### config.mk
export PLATFORM = sky130hd
export DESIGN_NAME = plt_ctrl
export DESIGN_NICKNAME = d
export VERILOG_FILES = /design/src/rtl/core/path_lookahead_target_unit_macros.svh /design/src/rtl/core/plt_pkg.sv /design/src/rtl/core/plt_ctrl.sv
export SDC_FILE = /design/constraint.sdc
export NUM_CORES = 1
export LEC_CHECK = 0
export ABC_AREA = 1
export ABC_CLOCK_PERIOD_IN_PS = 1070
export BUFFER_PORTS_ARGS = -buffer_cell sky130_fd_sc_hd__buf_2
export CELL_PAD_IN_SITES_DETAIL_PLACEMENT = 1
export CELL_PAD_IN_SITES_GLOBAL_PLACEMENT = 2
export CORE_MARGIN = 5
export CORE_UTILIZATION = 17
export CTS_BUF_LIST = sky130_fd_sc_hd__clkbuf_8
export CTS_CLUSTER_SIZE = 16
export DETAILED_ROUTE_END_ITERATION = 10
export PLACE_DENSITY_LB_ADDON = 0.2
export SYNTH_ARGS = -nofsm -noshare
export SYNTH_HDL_FRONTEND = slang
export SYNTH_SLANG_ARGS = --single-unit
### constraint.sdc
create_clock -name clock -period 1.07 [get_ports clock]
set_input_delay 0.2675 -clock clock [delete_from_list [all_inputs] [get_ports clock]]
set_output_delay 0.2675 -clock clock [all_outputs]
set_load 0.02 [all_outputs]
### src/rtl/core/path_lookahead_target_unit_macros.svh
// Assertion macros for the path lookahead target unit
`ifndef PATH_LOOKAHEAD_TARGET_UNIT_MACROS_SVH
`define PATH_LOOKAHEAD_TARGET_UNIT_MACROS_SVH
// implication checked at every rising clock edge outside reset
`define PLT_ASSERT_IMP(label, clk, rst, lhs, rhs) \
   label: assert property (@(posedge clk) disable iff (rst) (lhs) |-> (rhs)) \
      else $error("assertion failed");
// implication whose consequent is checked in the cycle after the antecedent
`define PLT_ASSERT_NEXT(label, clk, rst, lhs, rhs) \
   label: assert property (@(posedge clk) disable iff (rst) (lhs) |=> (rhs)) \
      else $error("assertion failed");
`endif

### src/rtl/core/plt_pkg.sv
// Package: shared types and constants of the path lookahead target unit
package plt_pkg;
   localparam logic [1:0] OP_CLEAR  = 2'd0;
   localparam logic [1:0] OP_APPEND = 2'd1;
   localparam logic [1:0] OP_QUERY  = 2'd2;
   localparam logic [1:0] OP_UNUSED = 2'd3;

   localparam logic [2:0] ST_CLEARED  = 3'd0;
   localparam logic [2:0] ST_APPENDED = 3'd1;
   localparam logic [2:0] ST_DROPPED  = 3'd2;
   localparam logic [2:0] ST_FOUND    = 3'd3;
   localparam logic [2:0] ST_LAST     = 3'd4;
   localparam logic [2:0] ST_FALLBACK = 3'd5;

   localparam logic [31:0] NEAR_STOP = 32'd6554;
   localparam logic [31:0] FAR_LIMIT = 32'd65536;

   typedef enum logic [3:0] {
      S_IDLE, S_RD, S_RDW, S_DIFF, S_SQR, S_SUM, S_ROOT, S_NEAR,
      S_SEG, S_OUT, S_HOLD
   } state_type;

   // controller to datapath
   typedef struct packed {
      logic take;       // capture the request
      logic clear;
      logic append;
      logic rd_start;   // begin the nearest scan at index zero
      logic rd_issue;   // issue memory read for current index
      logic rd_latch;   // capture read data
      logic diff;
      logic sqr;
      logic sum;
      logic root_start;
      logic root_step;
      logic near_eval;
      logic seg_eval;
      logic fin_simple;
      logic fin_query;
      logic rsp_load;
   } cmd_type;

   // datapath to controller
   typedef struct packed {
      logic [1:0] op;
      logic short_path;
      logic root_done;
      logic scan_done;  // near search finished
      logic walk_done;  // walk finished
      logic walking;
   } sts_type;
endpackage

### src/rtl/core/plt_ctrl.sv
// Controller: sequences loads and the two phases of a query
module plt_ctrl
   import plt_pkg::*;
(
   input  logic    clock,
   input  logic    reset,
   input  logic    req_valid,
   input  logic    rsp_busy,
   input  sts_type sts,
   output logic    req_ready,
   output cmd_type cmd
);
   state_type state_ff, state_in;

   // hold state
   always_ff @(posedge clock) begin
      if (reset) state_ff <= S_IDLE;
      else       state_ff <= state_in;
   end

   // next state and commands
   always_comb begin
      state_in  = state_ff;
      cmd       = '0;
      req_ready = 1'b0;
      unique case (state_ff)
         S_IDLE: begin
            req_ready = !rsp_busy;
            if (req_valid && !rsp_busy) begin
               cmd.take = 1'b1;
               state_in = S_HOLD;
            end
         end
         S_HOLD: begin
            unique case (sts.op)
               OP_CLEAR: begin
                  cmd.clear = 1'b1;
                  cmd.fin_simple = 1'b1;
                  state_in = S_OUT;
               end
               OP_APPEND: begin
                  cmd.append = 1'b1;
                  cmd.fin_simple = 1'b1;
                  state_in = S_OUT;
               end
               OP_QUERY: begin
                  if (sts.short_path) begin
                     cmd.fin_query = 1'b1;
                     state_in = S_OUT;
                  end else begin
                     cmd.rd_start = 1'b1;
                     state_in = S_RD;
                  end
               end
               default: state_in = S_IDLE;
            endcase
         end
         S_RD: begin
            cmd.rd_issue = 1'b1;
            state_in = S_RDW;
         end
         S_RDW: begin
            cmd.rd_latch = 1'b1;
            state_in = S_DIFF;
         end
         S_DIFF: begin
            cmd.diff = 1'b1;
            state_in = S_SQR;
         end
         S_SQR: begin
            cmd.sqr = 1'b1;
            state_in = S_SUM;
         end
         S_SUM: begin
            cmd.sum = 1'b1;
            cmd.root_start = 1'b1;
            state_in = S_ROOT;
         end
         S_ROOT: begin
            cmd.root_step = 1'b1;
            if (sts.root_done) state_in = S_NEAR;
         end
         S_NEAR: begin
            if (sts.walking) cmd.seg_eval = 1'b1;
            else             cmd.near_eval = 1'b1;
            state_in = S_SEG;
         end
         S_SEG: begin
            if (sts.scan_done || sts.walk_done) begin
               if (sts.walk_done) begin
                  cmd.fin_query = 1'b1;
                  state_in = S_OUT;
               end else state_in = S_RD;
            end else state_in = S_RD;
         end
         S_OUT: begin
            cmd.rsp_load = 1'b1;
            state_in = S_IDLE;
         end
         default: state_in = S_IDLE;
      endcase
   end
endmodule

After elaboration in Yosys (flattened, before gate mapping)
Cells that the tools add are included.
- reductions and logical operators: 7
- mux-type cells: 32
- equality and inequality tests: 14
- operator list (kind ; count):
    $pmux W4 S10 ; 1
    $mux W1 ; 21
    $mux W4 ; 5
    $eq A4 B3 Y1 const B ; 4
    $eq A4 B4 Y1 const B ; 3
    $eq A4 B2 Y1 const B ; 2
    $pmux W4 S2 ; 1
    $eq A4 B1 Y1 const B ; 1
    $logic_not A4 Y1 ; 1
    $mux W2 ; 2
    $ne A2 B2 Y1 const B ; 2
    $mux W3 ; 1
    $eq A2 B1 Y1 const B ; 1
    $eq A2 B2 Y1 const B ; 1
    $logic_not A2 Y1 ; 1
    $pmux W1 S2 ; 1
    $reduce_and A2 Y1 ; 1
    $reduce_or A2 Y1 ; 1
    $logic_and A1 B1 Y1 ; 1
    $logic_not A1 Y1 ; 1
    $logic_or A1 B1 Y1 ; 1
- flip-flop bits (word level): 4
- logic and storage cells: 54
- input port bits: 11
- output and inout port bits: 17

Logic depth before layout (Yosys ltp)
Gate-level depths: netlist of run 1.
- word-level depth: 4
- mapped depth: 7
- mapped depth without buffers: 7

Least setup slack after synthesis of run 1
OpenSTA, ideal clock, no wires.
- path kind: register to output
- from: register state_ff[3]
- to: output port cmd[1] in the netlist's numbering
- cell stages (with the launch flop): 5
- slack: -335 ps
- data arrival time: 1137 ps
- required time: 802 ps
- path buffers: 0
- cell sequence: dfxtp_1 > inv_2 > nor2_2 > nand2_2 > o21ai_0
- RTL lines (element ; RTL line ; source):
    from (decl) ; plt_ctrl.sv:13 ; state_type state_ff, state_in;
    from (signal assigned) ; plt_ctrl.sv:18 ; else state_ff <= state_in;
    to (decl) ; plt_ctrl.sv:11 ; output cmd_type cmd

==> summary.txt, run 1 <==
STA
  • Fin crit period: 1420 ps
  • Slew HR: 0.849
  • RSZ-0062 raised after global routing: true
  • Endpoints failing hold: 0
  • Final count of pins violating max slew: 0
  • Period utilisation layout: 1.32
  • Worst Tran Pin Value: 224 ps
  • Skew final: 1.37 ps
  • Final setup fails: 20
  • Highest Clock Rate: 0.706 GHz
  • Final WS setup: -346 ps

Job
  • Max-Cap Viols: 0

Synthesis
  • Yosys Warn Count: 0
  • Post-Synthesis Cells: 76
  • Yosys cell types: 16
  • Post-Syn Nets: 87
  • Post-synth top area cell: dfxtp_1
  • Top cell type's share of synthesized area: 0.199
  • Top post-synthesis cells by area: dfxtp_1 (20%), nor2_1 (18%), nand2_1 (14%), inv_1 (12%), nand3_1 (10%)
  • Syn_area_per_cell: 5.28 um^2
  • Seq/Total Area, Yosys: 0.199
  • Synthesized cell area: 402 um^2
  • Register bit total from synthesis: 4

Clock network
  • H-tree depth: 1
  • Clock sinks: 4
  • Clock Path Buffers: 2
  • Hold_buf cts: 0
  • CTS tree: yes
  • CTS clk-pin slew, worst paths: 30 ps
  • Clock latency on the worst-skew pair: 210 ps
  • Root buffer selected by CTS: clkbuf_8
  • Total CTS buffers: 3

Floorplan
  • Die ar.: 0.00343 mm^2
  • I/O pin count: 28
  • Rows: 17
  • Core box area: 0.00223 mm^2
  • Die Span Y: 58.6 um
  • Initial core utilization: 0.180
  • Die width: 58.6 um

Routing
  • Drt total wl: 1790 um
  • Drt first-iter violations: 1
  • Vias/cell: 4.21
  • Drc violations: 0
  • DR WL/cell: 11.4 um
  • Routed via count: 661
  • Routed Antenna Nets: 0
  • Pre-antenna DRT Iters: 2

Placement
  • Post-DP HPWL: 1470 um
  • Placer Congestion: 0.697
  • Placed Cells incl. Taps: 148
  • Placement Cell Area: 818 um^2
  • Port-buffer cells: 26
  • Post-Place Worst Slack: -213 ps

Global routing
  • Largest net degree at the start of global routing: 7
  • Met3 Resource Use GR: 0.00658
  • Vias in the first global route: 698
  • Met2 global-route usage: 0.188
  • Initial antenna violation count: 0
  • Gr busiest metal: met2
  • First-pass GRT wire length: 2830 um
  • Gr ovfl total: 0
  • Met1 usage: 0.127
  • GRT Total Usage: 0.104

Critical path
  • Worst setup startpoint: state_ff[3]
  • Worst setup SP type: register
  • Crit Path Category: register to output pin
  • Worst r2r src: state_ff[3]
  • Worst-path maximum fanout: 6
  • CP arrival: 1150 ps
  • Worst EP required: 800 ps
  • Critical Path End Type: output pin

Hold path
  • Worst hold path type: primary input to register
  • Min-delay src: reset

Layout
  • Share of post-route cells with drive strength above 1: 0.783
  • Antenna cells: 0
  • Area grow syn2layout: 183%
  • Nets: 142
  • Biggest regs: state_ff (4)
  • Cell area after layout: 0.00114 mm^2
  • Fin cells: 157
  • Largest register FFs: 4
  • Reg with most FFs: state_ff

Power and ir drop
  • Worst vdd ir: 1.31 mV
  • P_leak: 0.000536 uW
  • Pwr dens: 2230 mW/mm^2

Outcome
  • Outcome: finished with violations
  • Violated checks: negative setup slack
[layout by cell type, fill, tap and decap left out]
cell type | synthesis | final
clkbuf_8 | 0 | 3
inv_1 | 13 | 7
nor2_2 | 4 | 6
a21oi_2 | 0 | 1
nor2_1 | 19 | 4
nand2_1 | 15 | 6
nand3_2 | 0 | 1
buf_6 | 0 | 22
nor3b_1 | 1 | 1
o21ai_1 | 1 | 1
buf_2 | 0 | 9
nor2_4 | 1 | 14
o21ai_0 | 2 | 1
nand3b_1 | 1 | 1
dfxtp_2 | 0 | 1
inv_4 | 0 | 4
inv_2 | 1 | 3
buf_4 | 1 | 19
nand3_1 | 8 | 7
nor3_4 | 0 | 2
nand2_4 | 0 | 4
dfxtp_4 | 0 | 3
o21ai_4 | 0 | 1
nand2_2 | 2 | 7
buf_12 | 0 | 1
[worst max-delay path: stages (launching register included)]
cell	delay, ps
dfxtp_2	340
inv_4	60
nor2_4	150
nand2_4	120
nor3_4	130
buf_6	140
[where the power goes]
group,switching [uW],internal (uW)
registers,112,232
clock network,71.6,239
logic,1010,872
[through the flow]
| stage | power (uW) | hold slack [ps] | utilization | setup TNS [ps] |
|---|---|---|---|---|
| global route | 2730 | 265 | 0.509 | -6430 |
| floorplan | 1110 | 327 | - | -537 |
| global placement | 1650 | 477 | 0.366 | -2090 |
| finish | 2540 | 254 | 0.509 | -5320 |
| detailed placement | 1670 | 480 | 0.366 | -2380 |
| CTS | 2440 | 253 | 0.485 | -5360 |
[cell usage after synthesis]
| cell type | instances |
|---|---|
| dfxtp_1 | 4 |
| nor2_2 | 4 |
| inv_2 | 1 |
| nor3_1 | 2 |
| buf_4 | 1 |
| o21ai_1 | 1 |
| nand3_1 | 8 |
| nor2_4 | 1 |
| nor3b_1 | 1 |
| a21oi_1 | 1 |
| nand2_1 | 15 |
| nand3b_1 | 1 |
| nand2_2 | 2 |
| nor2_1 | 19 |
| o21ai_0 | 2 |
| inv_1 | 13 |
[kinds of logic after synthesis]
group / after synthesis / share of synthesized area
flip-flops: 4 / 0.199
AND/OR/NAND/NOR: 53 / 0.601
AO/OA/AOI/OAI: 4 / 0.0498
buffers and inverters: 15 / 0.150
[final timing paths]
path,cells after the start,slack [ps],endpoint
hold / removal,2,250,state_ff[2]
setup / recovery,5,-350,cmd[14]
setup reg to reg,8,-140,state_ff[0]
hold reg to reg,4,690,state_ff[1]
[per-layer routing]
metal,up-vias,part of all wire
met4,0,0.0084
met2,15,0.54
met5,-,0
met1,303,0.42
met3,2,0.027
li1,341,-
[final cells by class]
cell class	count	area, um^2
multi-input cells	57	449
well taps	28	35.0
repair buffers	51	455
fillers	276	1100
flip-flops and latches	4	92.6
clock buffers	3	41.3
inverters	14	62.6
[what timing repair did]
action / in CTS / in global routing
endpoints found under the setup margin: 19 / 21
cloned: 0 / 0
buffers inserted: 3 / 3
pin swaps: 8 / 5
resized for setup: 64 / 10
(Power assumes the default switching activity.)
==> run 2, diff against run 1 <==
--- a/config.mk
+++ b/config.mk
@@ -5,17 +5,17 @@
 export SDC_FILE = /design/constraint.sdc
 export NUM_CORES = 1
 export LEC_CHECK = 0
-export ABC_AREA = 1
 export ABC_CLOCK_PERIOD_IN_PS = 1070
 export BUFFER_PORTS_ARGS = -buffer_cell sky130_fd_sc_hd__buf_2
 export CELL_PAD_IN_SITES_DETAIL_PLACEMENT = 1
 export CELL_PAD_IN_SITES_GLOBAL_PLACEMENT = 2
 export CORE_MARGIN = 5
-export CORE_UTILIZATION = 17
+export CORE_UTILIZATION = 21
 export CTS_BUF_LIST = sky130_fd_sc_hd__clkbuf_8
 export CTS_CLUSTER_SIZE = 16
 export DETAILED_ROUTE_END_ITERATION = 10
 export PLACE_DENSITY_LB_ADDON = 0.2
+export SLEW_MARGIN = 20
 export SYNTH_ARGS = -nofsm -noshare
 export SYNTH_HDL_FRONTEND = slang
 export SYNTH_SLANG_ARGS = --single-unit
==> summary.txt, run 2 <==
Power and ir drop
  • Switching Share: 0.422 (was 0.471)
  • Combinational cell fraction of total power: 0.687 (was 0.742)
  • Worst vdd ir: 0.846 mV (was 1.31 mV)
  • Int Power: 1180 uW (was 1340 uW)
  • Switch Pwr: 860 uW (was 1190 uW)
  • Seq pwr share: 0.148 (was 0.136)
  • Pwr dens: 1980 mW/mm^2 (was 2230 mW/mm^2)
  • P_leak: 0.000446 uW (was 0.000536 uW)
  • Clock network fraction of total power: 0.164 (was 0.123)

STA
  • Highest Clock Rate: 0.616 GHz (was 0.706 GHz)
  • Fin crit period: 1620 ps (was 1420 ps)
  • RSZ-0062 raised after global routing: true (unchanged)
  • Final setup fails: 19 (was 20)
  • Slew HR: 0.820 (was 0.849)
  • Period utilisation layout: 1.52 (was 1.32)
  • Endpoints failing hold: 0 (unchanged)
  • Worst Tran Pin Value: 270 ps (was 224 ps)
  • Final count of pins violating max slew: 0 (unchanged)
  • Skew final: 8.68 ps (was 1.37 ps)
  • Final WS setup: -553 ps (was -346 ps)

Placement
  • Post-Place Worst Slack: -364 ps (was -213 ps)
  • Port-buffer cells: 26 (unchanged)
  • Post-DP HPWL: 1300 um (was 1470 um)
  • Placement Cell Area: 841 um^2 (was 818 um^2)
  • Placer Congestion: 0.780 (was 0.697)

Clock network
  • CTS tree: yes (unchanged)
  • Total CTS buffers: 3 (unchanged)
  • CTS clk-pin slew, worst paths: 30 ps (about the same)
  • Clock sinks: 4 (unchanged)
  • Hold_buf cts: 0 (unchanged)
  • Clock latency on the worst-skew pair: 220 ps (was 210 ps)
  • Clock Path Buffers: 2 (unchanged)
  • Root buffer selected by CTS: clkbuf_8 (unchanged)
  • H-tree depth: 1 (unchanged)

Global routing
  • First-pass GRT wire length: 2800 um (was 2830 um)
  • Vias in the first global route: 635 (was 698)
  • Gr ovfl total: 0 (unchanged)
  • Largest net degree at the start of global routing: 10 (was 7)
  • Initial antenna violation count: 0 (unchanged)
  • GRT Total Usage: 0.113 (was 0.104)

Synthesis
  • Commonest cells in the synthesized netlist: nor2_1 (9), nor3_1 (9), nand2b_1 (5) (was nor2_1 (19), nand2_1 (15), inv_1 (13))
  • Top post-synthesis cells by area: dfxtp_1 (18%), nor3_1 (10%), nor2_1 (7.7%), nand2b_1 (7.1%), a2111oi_2 (6.9%) (was dfxtp_1 (20%), nor2_1 (18%), nand2_1 (14%), inv_1 (12%), nand3_1 (10%))
  • Yosys cell types: 26 (was 16)
  • Number of synthesized flops with an enable pin: 0 (unchanged)
  • Most used DFF post-synth: dfxtp_1 (unchanged)
  • Post-Synthesis Cells: 57 (was 76)
  • Yosys Warn Count: 0 (unchanged)
  • Register bit total from synthesis: 4 (unchanged)
  • Post-synth top area cell: dfxtp_1 (unchanged)
  • Seq/Total Area, Yosys: 0.183 (was 0.199)
  • Syn_area_per_cell: 7.68 um^2 (was 5.28 um^2)
  • Post-Syn Nets: 68 (was 87)
  • Async S/R FF share, synth: 0 (unchanged)
  • Top cell type's share of synthesized area: 0.183 (was 0.199)
  • Synthesized cell area: 438 um^2 (was 402 um^2)

Layout
  • Commonest non-fill, non-tap cells in the layout: buf_4 (20), buf_6 (15), buf_2 (12), nor2_4 (7), nor3_2 (5) (was buf_6 (22), buf_4 (19), nor2_4 (14), buf_2 (9))
  • Filler instances: 221 (was 276)
  • Share of post-route cells with drive strength above 1: 0.816 (was 0.783)
  • Reg with most FFs: state_ff (unchanged)
  • Commonest non-fill, non-tap cell in the layout: buf_4 (was buf_6)
  • Sequential Area: 87.6 um^2 (was 92.6 um^2)
  • Area grow syn2layout: 136% (was 183%)
  • Antenna cells: 0 (unchanged)
  • Area occupied by multi-input gates: 479 um^2 (was 449 um^2)
  • Biggest regs: state_ff (4) (unchanged)
  • Cell area after layout: 0.00103 mm^2 (was 0.00114 mm^2)
  • Largest register FFs: 4 (unchanged)
  • Nets: 115 (was 142)

Critical path
  • CP arrival: 1360 ps (was 1150 ps)
  • Critical Path End Type: output pin (unchanged)
  • Top delay family on crit path: simple AND/OR/NAND/NOR gates (unchanged)
  • Worst-path maximum fanout: 4 (was 6)
  • Crit Path Category: register to output pin (unchanged)
  • Worst-case reg-to-reg path depth: 4 (was 8)
  • Crit-path slowest cell: or4_4 (was dfxtp_2)
  • Crit-path cells: or4_4 > nor2_4 > buf_6 (was inv_4 > nor2_4 > nand2_4 > nor3_4 > buf_6)
  • Flop2flop setup slack: -250 ps (was -140 ps)
  • Worst EP required: 800 ps (about the same)
  • Worst setup SP type: register (unchanged)
  • CP bufs+invs: 1 (was 2)
  • Worst r2r dst: state_ff[3] (was state_ff[0])
  • Worst r2r src: state_ff[1] (was state_ff[3])
  • Max incr delay on CP: 580 ps (was 340 ps)

Routing
  • Drt total wl: 1650 um (was 1790 um)
  • Drc violations: 0 (unchanged)
  • Vias/cell: 4.45 (was 4.21)
  • DR WL/cell: 12.7 um (was 11.4 um)
  • Drt first-iter violations: 4 (was 1)
  • Pre-antenna DRT Iters: 4 (was 2)
  • Routed Antenna Nets: 0 (unchanged)
  • Routed via count: 578 (was 661)

Job
  • Max-Cap Viols: 0 (unchanged)

Hold path
  • Worst hold path type: primary input to register (unchanged)
  • Min-delay src: reset (unchanged)
  • Hold path cells: 2 (unchanged)
  • Hold endpoint: state_ff[2] (unchanged)

Floorplan
  • Die ar.: 0.00310 mm^2 (was 0.00343 mm^2)
  • Die Span Y: 55.7 um (was 58.6 um)
  • Rows: 16 (was 17)
  • I/O pin count: 28 (unchanged)
  • Die width: 55.7 um (was 58.6 um)
  • Initial core utilization: 0.221 (was 0.180)
  • Core box area: 0.00198 mm^2 (was 0.00223 mm^2)

Outcome
  • Outcome: finished with violations (unchanged)
  • Violated checks: negative setup slack (unchanged)
-- run 2: cell types whose count changed after synthesis, sizes merged, moves of 2 or more --
cell     before  now
nand2        17    3
inv          14    2
nor2         24    9
nor3          2   10
a2111oi       0    2
nand2b        0    6
nand3         8    0
buf           1    5
-- run 2: cell families (layout without fill, tap and decap cells) --
kind of cell,after synthesis,count (layout),share of synthesized area
xor+xnor,1,1,0.0200
buf+inv,7,53,0.111
flops,4,4,0.183
simple gates,37,37,0.511
compound gates,8,8,0.174
-- run 2: how the worst max path moves through the flow --
stage	slack (ps)	end	start	cells after the start
after CTS	-550	cmd[15]	state_ff[2]	3
after global placement	-340	cmd[15]	state_ff[3]	3
final	-550	cmd[15]	state_ff[2]	3
after detailed placement	-360	cmd[15]	state_ff[3]	3
after floorplan	-280	cmd[15]	state_ff[3]	2
after global routing	-590	cmd[1]	state_ff[1]	3
-- run 2: what timing repair did --
| action | CTS | global route |
|---|---|---|
| gates resized for setup | 31 | 4 |
| buffers inserted | 2 | 3 |
| pin swaps | 6 | 1 |
| endpoints found under the setup margin | 19 | 20 |
-- run 2: routing by layer --
layer | track usage | vias to the layer above | share of wire
met3 | 0.0232 | 2 | 0.036
li1 | - | 297 | -
met5 | 0 | - | 0
met4 | 0.0521 | 0 | 0.0048
met1 | 0.125 | 265 | 0.42
met2 | 0.204 | 14 | 0.54
-- run 2: power by group through the flow --
stage          Combinational [uW]  Sequential (uW)  Clock [uW]
2_1_floorplan                 847              287           0
3_3_place_gp                 1160              289           0
4_1_cts                      1390              305         341
6_report                     1400              302         335
3_5_place_dp                 1180              293           0
5_1_grt                      1510              315         350
-- run 2: layout make-up --
cell class / count / share of cell area
Tap cell: 27 / 0.0327
Clock inverter: 1 / 0.00364
Sequential cell: 4 / 0.0848
Multi-Input combinational cell: 46 / 0.464
Inverter: 2 / 0.00727
Timing Repair Buffer: 47 / 0.367
Clock buffer: 3 / 0.0400
-- run 2: worst reg2reg max path, cell delays in order, from the launching register on --
cell and delay, ps:
dfxtp_4 410, buf_6 140, or3b_1 360, a21oi_2 200
a311oi_2 70
-- run 2: through the flow --
| stage | TNS (ps) | utilization | hold slack, ps | cells | power (uW) |
|---|---|---|---|---|---|
| final | -8060 | 0.521 | 287 | 130 | 2040 |
| after global routing | -9110 | 0.521 | 293 | 130 | 2170 |
| after CTS | -8090 | 0.507 | 268 | 128 | 2040 |
| after detailed placement | -4950 | 0.424 | 482 | 122 | 1470 |
| after global placement | -4640 | 0.424 | 477 | 122 | 1440 |
| after floorplan | -2690 | - | 337 | 57 | 1130 |
==> run 3, diff against run 2 <==
--- a/config.mk
+++ b/config.mk
@@ -12,9 +12,10 @@
 export CORE_MARGIN = 5
 export CORE_UTILIZATION = 21
 export CTS_BUF_LIST = sky130_fd_sc_hd__clkbuf_8
-export CTS_CLUSTER_SIZE = 16
+export CTS_CLUSTER_SIZE = 25
 export DETAILED_ROUTE_END_ITERATION = 10
-export PLACE_DENSITY_LB_ADDON = 0.2
+export HOLD_SLACK_MARGIN = 0.08
+export PLACE_DENSITY = 0.79
 export SLEW_MARGIN = 20
 export SYNTH_ARGS = -nofsm -noshare
 export SYNTH_HDL_FRONTEND = slang
==> summary.txt, run 3 (synthesis gave the netlist of run 2 again) <==
STA
  • Endpoints failing hold: 0 (unchanged)
  • Fin crit period: 1610 ps (was 1620 ps)
  • Final WS setup: -544 ps (was -553 ps)
  • Worst Tran Pin Value: 264 ps (was 270 ps)
  • Final setup fails: 19 (unchanged)
  • Slew HR: 0.822 (was 0.820)
  • Period utilisation layout: 1.51 (was 1.52)
  • Highest Clock Rate: 0.620 GHz (was 0.616 GHz)
  • Skew final: 3.03 ps (was 8.68 ps)
  • Final count of pins violating max slew: 0 (unchanged)
  • WHS: 280 ps (was 287 ps)
  • RSZ-0062 raised after global routing: true (unchanged)

Outcome
  • Outcome: finished with violations (unchanged)
  • Violated checks: negative setup slack (unchanged)

Power and ir drop
  • Switching Share: 0.436 (was 0.422)
  • Combinational cell fraction of total power: 0.718 (was 0.687)
  • P_leak: 0.000476 uW (was 0.000446 uW)
  • Seq pwr share: 0.135 (was 0.148)
  • Switch Pwr: 992 uW (was 860 uW)
  • Pwr dens: 1980 mW/mm^2 (about the same)
  • Int Power: 1280 uW (was 1180 uW)
  • Clock network fraction of total power: 0.147 (was 0.164)
  • Worst vdd ir: 0.916 mV (was 0.846 mV)

Critical path
  • Worst EP required: 800 ps (about the same)
  • Crit Path Category: register to output pin (unchanged)
  • CP arrival: 1350 ps (was 1360 ps)
  • Worst setup SP type: register (unchanged)
  • Worst-path maximum fanout: 4 (unchanged)
  • Critical Path End Type: output pin (unchanged)

Clock network
  • Hold_buf cts: 0 (unchanged)
  • Clock latency on the worst-skew pair: 220 ps (about the same)
  • CTS clk-pin slew, worst paths: 40 ps (was 30 ps)
  • CTS tree: yes (unchanged)
  • Clock sinks: 4 (unchanged)
  • Total CTS buffers: 3 (unchanged)
  • Root buffer selected by CTS: clkbuf_8 (unchanged)
  • H-tree depth: 1 (unchanged)
  • Clock Path Buffers: 2 (unchanged)

Placement
  • Post-DP HPWL: 1310 um (was 1300 um)
  • Placer Congestion: 0.769 (was 0.780)
  • Port-buffer cells: 26 (unchanged)
  • Placement Cell Area: 848 um^2 (was 841 um^2)

Floorplan
  • I/O pin count: 28 (unchanged)
  • Core box area: 0.00198 mm^2 (unchanged)
  • Die Span Y: 55.7 um (unchanged)
  • Die ar.: 0.00310 mm^2 (unchanged)
  • Die width: 55.7 um (unchanged)
  • Initial core utilization: 0.221 (unchanged)
  • Rows: 16 (unchanged)

Routing
  • Drt first-iter violations: 7 (was 4)
  • Routed Antenna Nets: 0 (unchanged)
  • Drc violations: 0 (unchanged)
  • DR WL/cell: 15.5 um (was 12.7 um)
  • Pre-antenna DRT Iters: 4 (unchanged)
  • Drt total wl: 2070 um (was 1650 um)
  • Vias/cell: 4.70 (was 4.45)
  • Routed via count: 625 (was 578)

Layout
  • Commonest non-fill, non-tap cell in the layout: buf_6 (was buf_4)
  • Reg with most FFs: state_ff (unchanged)
  • Largest register FFs: 4 (unchanged)
  • Commonest non-fill, non-tap cells in the layout: buf_6 (24), buf_4 (15), buf_2 (9), nor2_4 (8) (was buf_4 (20), buf_6 (15), buf_2 (12), nor2_4 (7), nor3_2 (5))
  • Filler instances: 220 (was 221)
  • Nets: 118 (was 115)
  • Cell area after layout: 0.00115 mm^2 (was 0.00103 mm^2)
  • Antenna cells: 0 (unchanged)
  • Biggest regs: state_ff (4) (unchanged)
  • Area grow syn2layout: 163% (was 136%)
  • Share of post-route cells with drive strength above 1: 0.858 (was 0.816)

Global routing
  • Vias in the first global route: 692 (was 635)
  • Largest net degree at the start of global routing: 9 (was 10)
  • Gr ovfl total: 0 (unchanged)
  • GRT Total Usage: 0.136 (was 0.113)
  • First-pass GRT wire length: 3330 um (was 2800 um)
  • Initial antenna violation count: 0 (unchanged)

Hold path
  • Worst hold path type: primary input to register (unchanged)

Job
  • Max-Cap Viols: 0 (unchanged)
[run 3: worst paths after layout]
| path | startpoint | end | slack (ps) | cells after the start |
|---|---|---|---|---|
| min | reset | state_ff[2] | 280 | 2 |
| max reg2reg | state_ff[1] | state_ff[3] | -270 | 4 |
| max | state_ff[2] | req_ready | -540 | 3 |
| min reg2reg | state_ff[0] | state_ff[0] | 620 | 2 |
[run 3: worst max-delay path: stages, from the launching register on]
cell and delay, ps:
dfxtp_2 340, or4_4 560, nor2_4 110, buf_6 120
[run 3: layer usage]
metal	up-vias	wire length [um]	global-route usage	part of all wire
met4	0	12	0.0313	0.0058
met2	15	1110	0.233	0.54
met5	-	0	0	0
met3	2	74	0.0394	0.036
met1	308	866	0.166	0.42
li1	300	-	-	-
[run 3: repair_timing]
item,in CTS,in global routing
buffers inserted,8,2
endpoints found under the setup margin,20,21
pin swaps,9,4
endpoints found under the hold margin,0,0
resized for setup,46,15
cloned,0,0
[run 3: through the flow]
step | setup TNS (ps) | std cells | total power (uW) | setup slack (ps) | utilization
5_1_grt | -8960 | 133 | 2420 | -577 | 0.581
4_1_cts | -7860 | 134 | 2170 | -563 | 0.557
6_report | -7900 | 133 | 2270 | -544 | 0.581
3_5_place_dp | -4490 | 123 | 1490 | -349 | 0.428
3_3_place_gp | -4180 | 123 | 1450 | -337 | 0.428
2_1_floorplan | -2690 | 57 | 1130 | -276 | -
[run 3: area by class of cell]
cell class              count  area (um^2)  share of cell area
well taps                  27         33.8              0.0293
repair buffers             50          458               0.398
clock inverters             1         3.75             0.00326
multi-input cells          46          519               0.451
flip-flops and latches      4         87.6              0.0761
clock buffers               3         41.3              0.0359
inverters                   2         7.51             0.00652
[run 3: power by group through the flow]
stage / Clock, uW / Combinational [uW] / Sequential [uW]
detailed placement: 0 / 1200 / 284
floorplan: 0 / 847 / 287
CTS: 347 / 1530 / 292
finish: 334 / 1630 / 306
global route: 355 / 1740 / 320
global placement: 0 / 1170 / 280
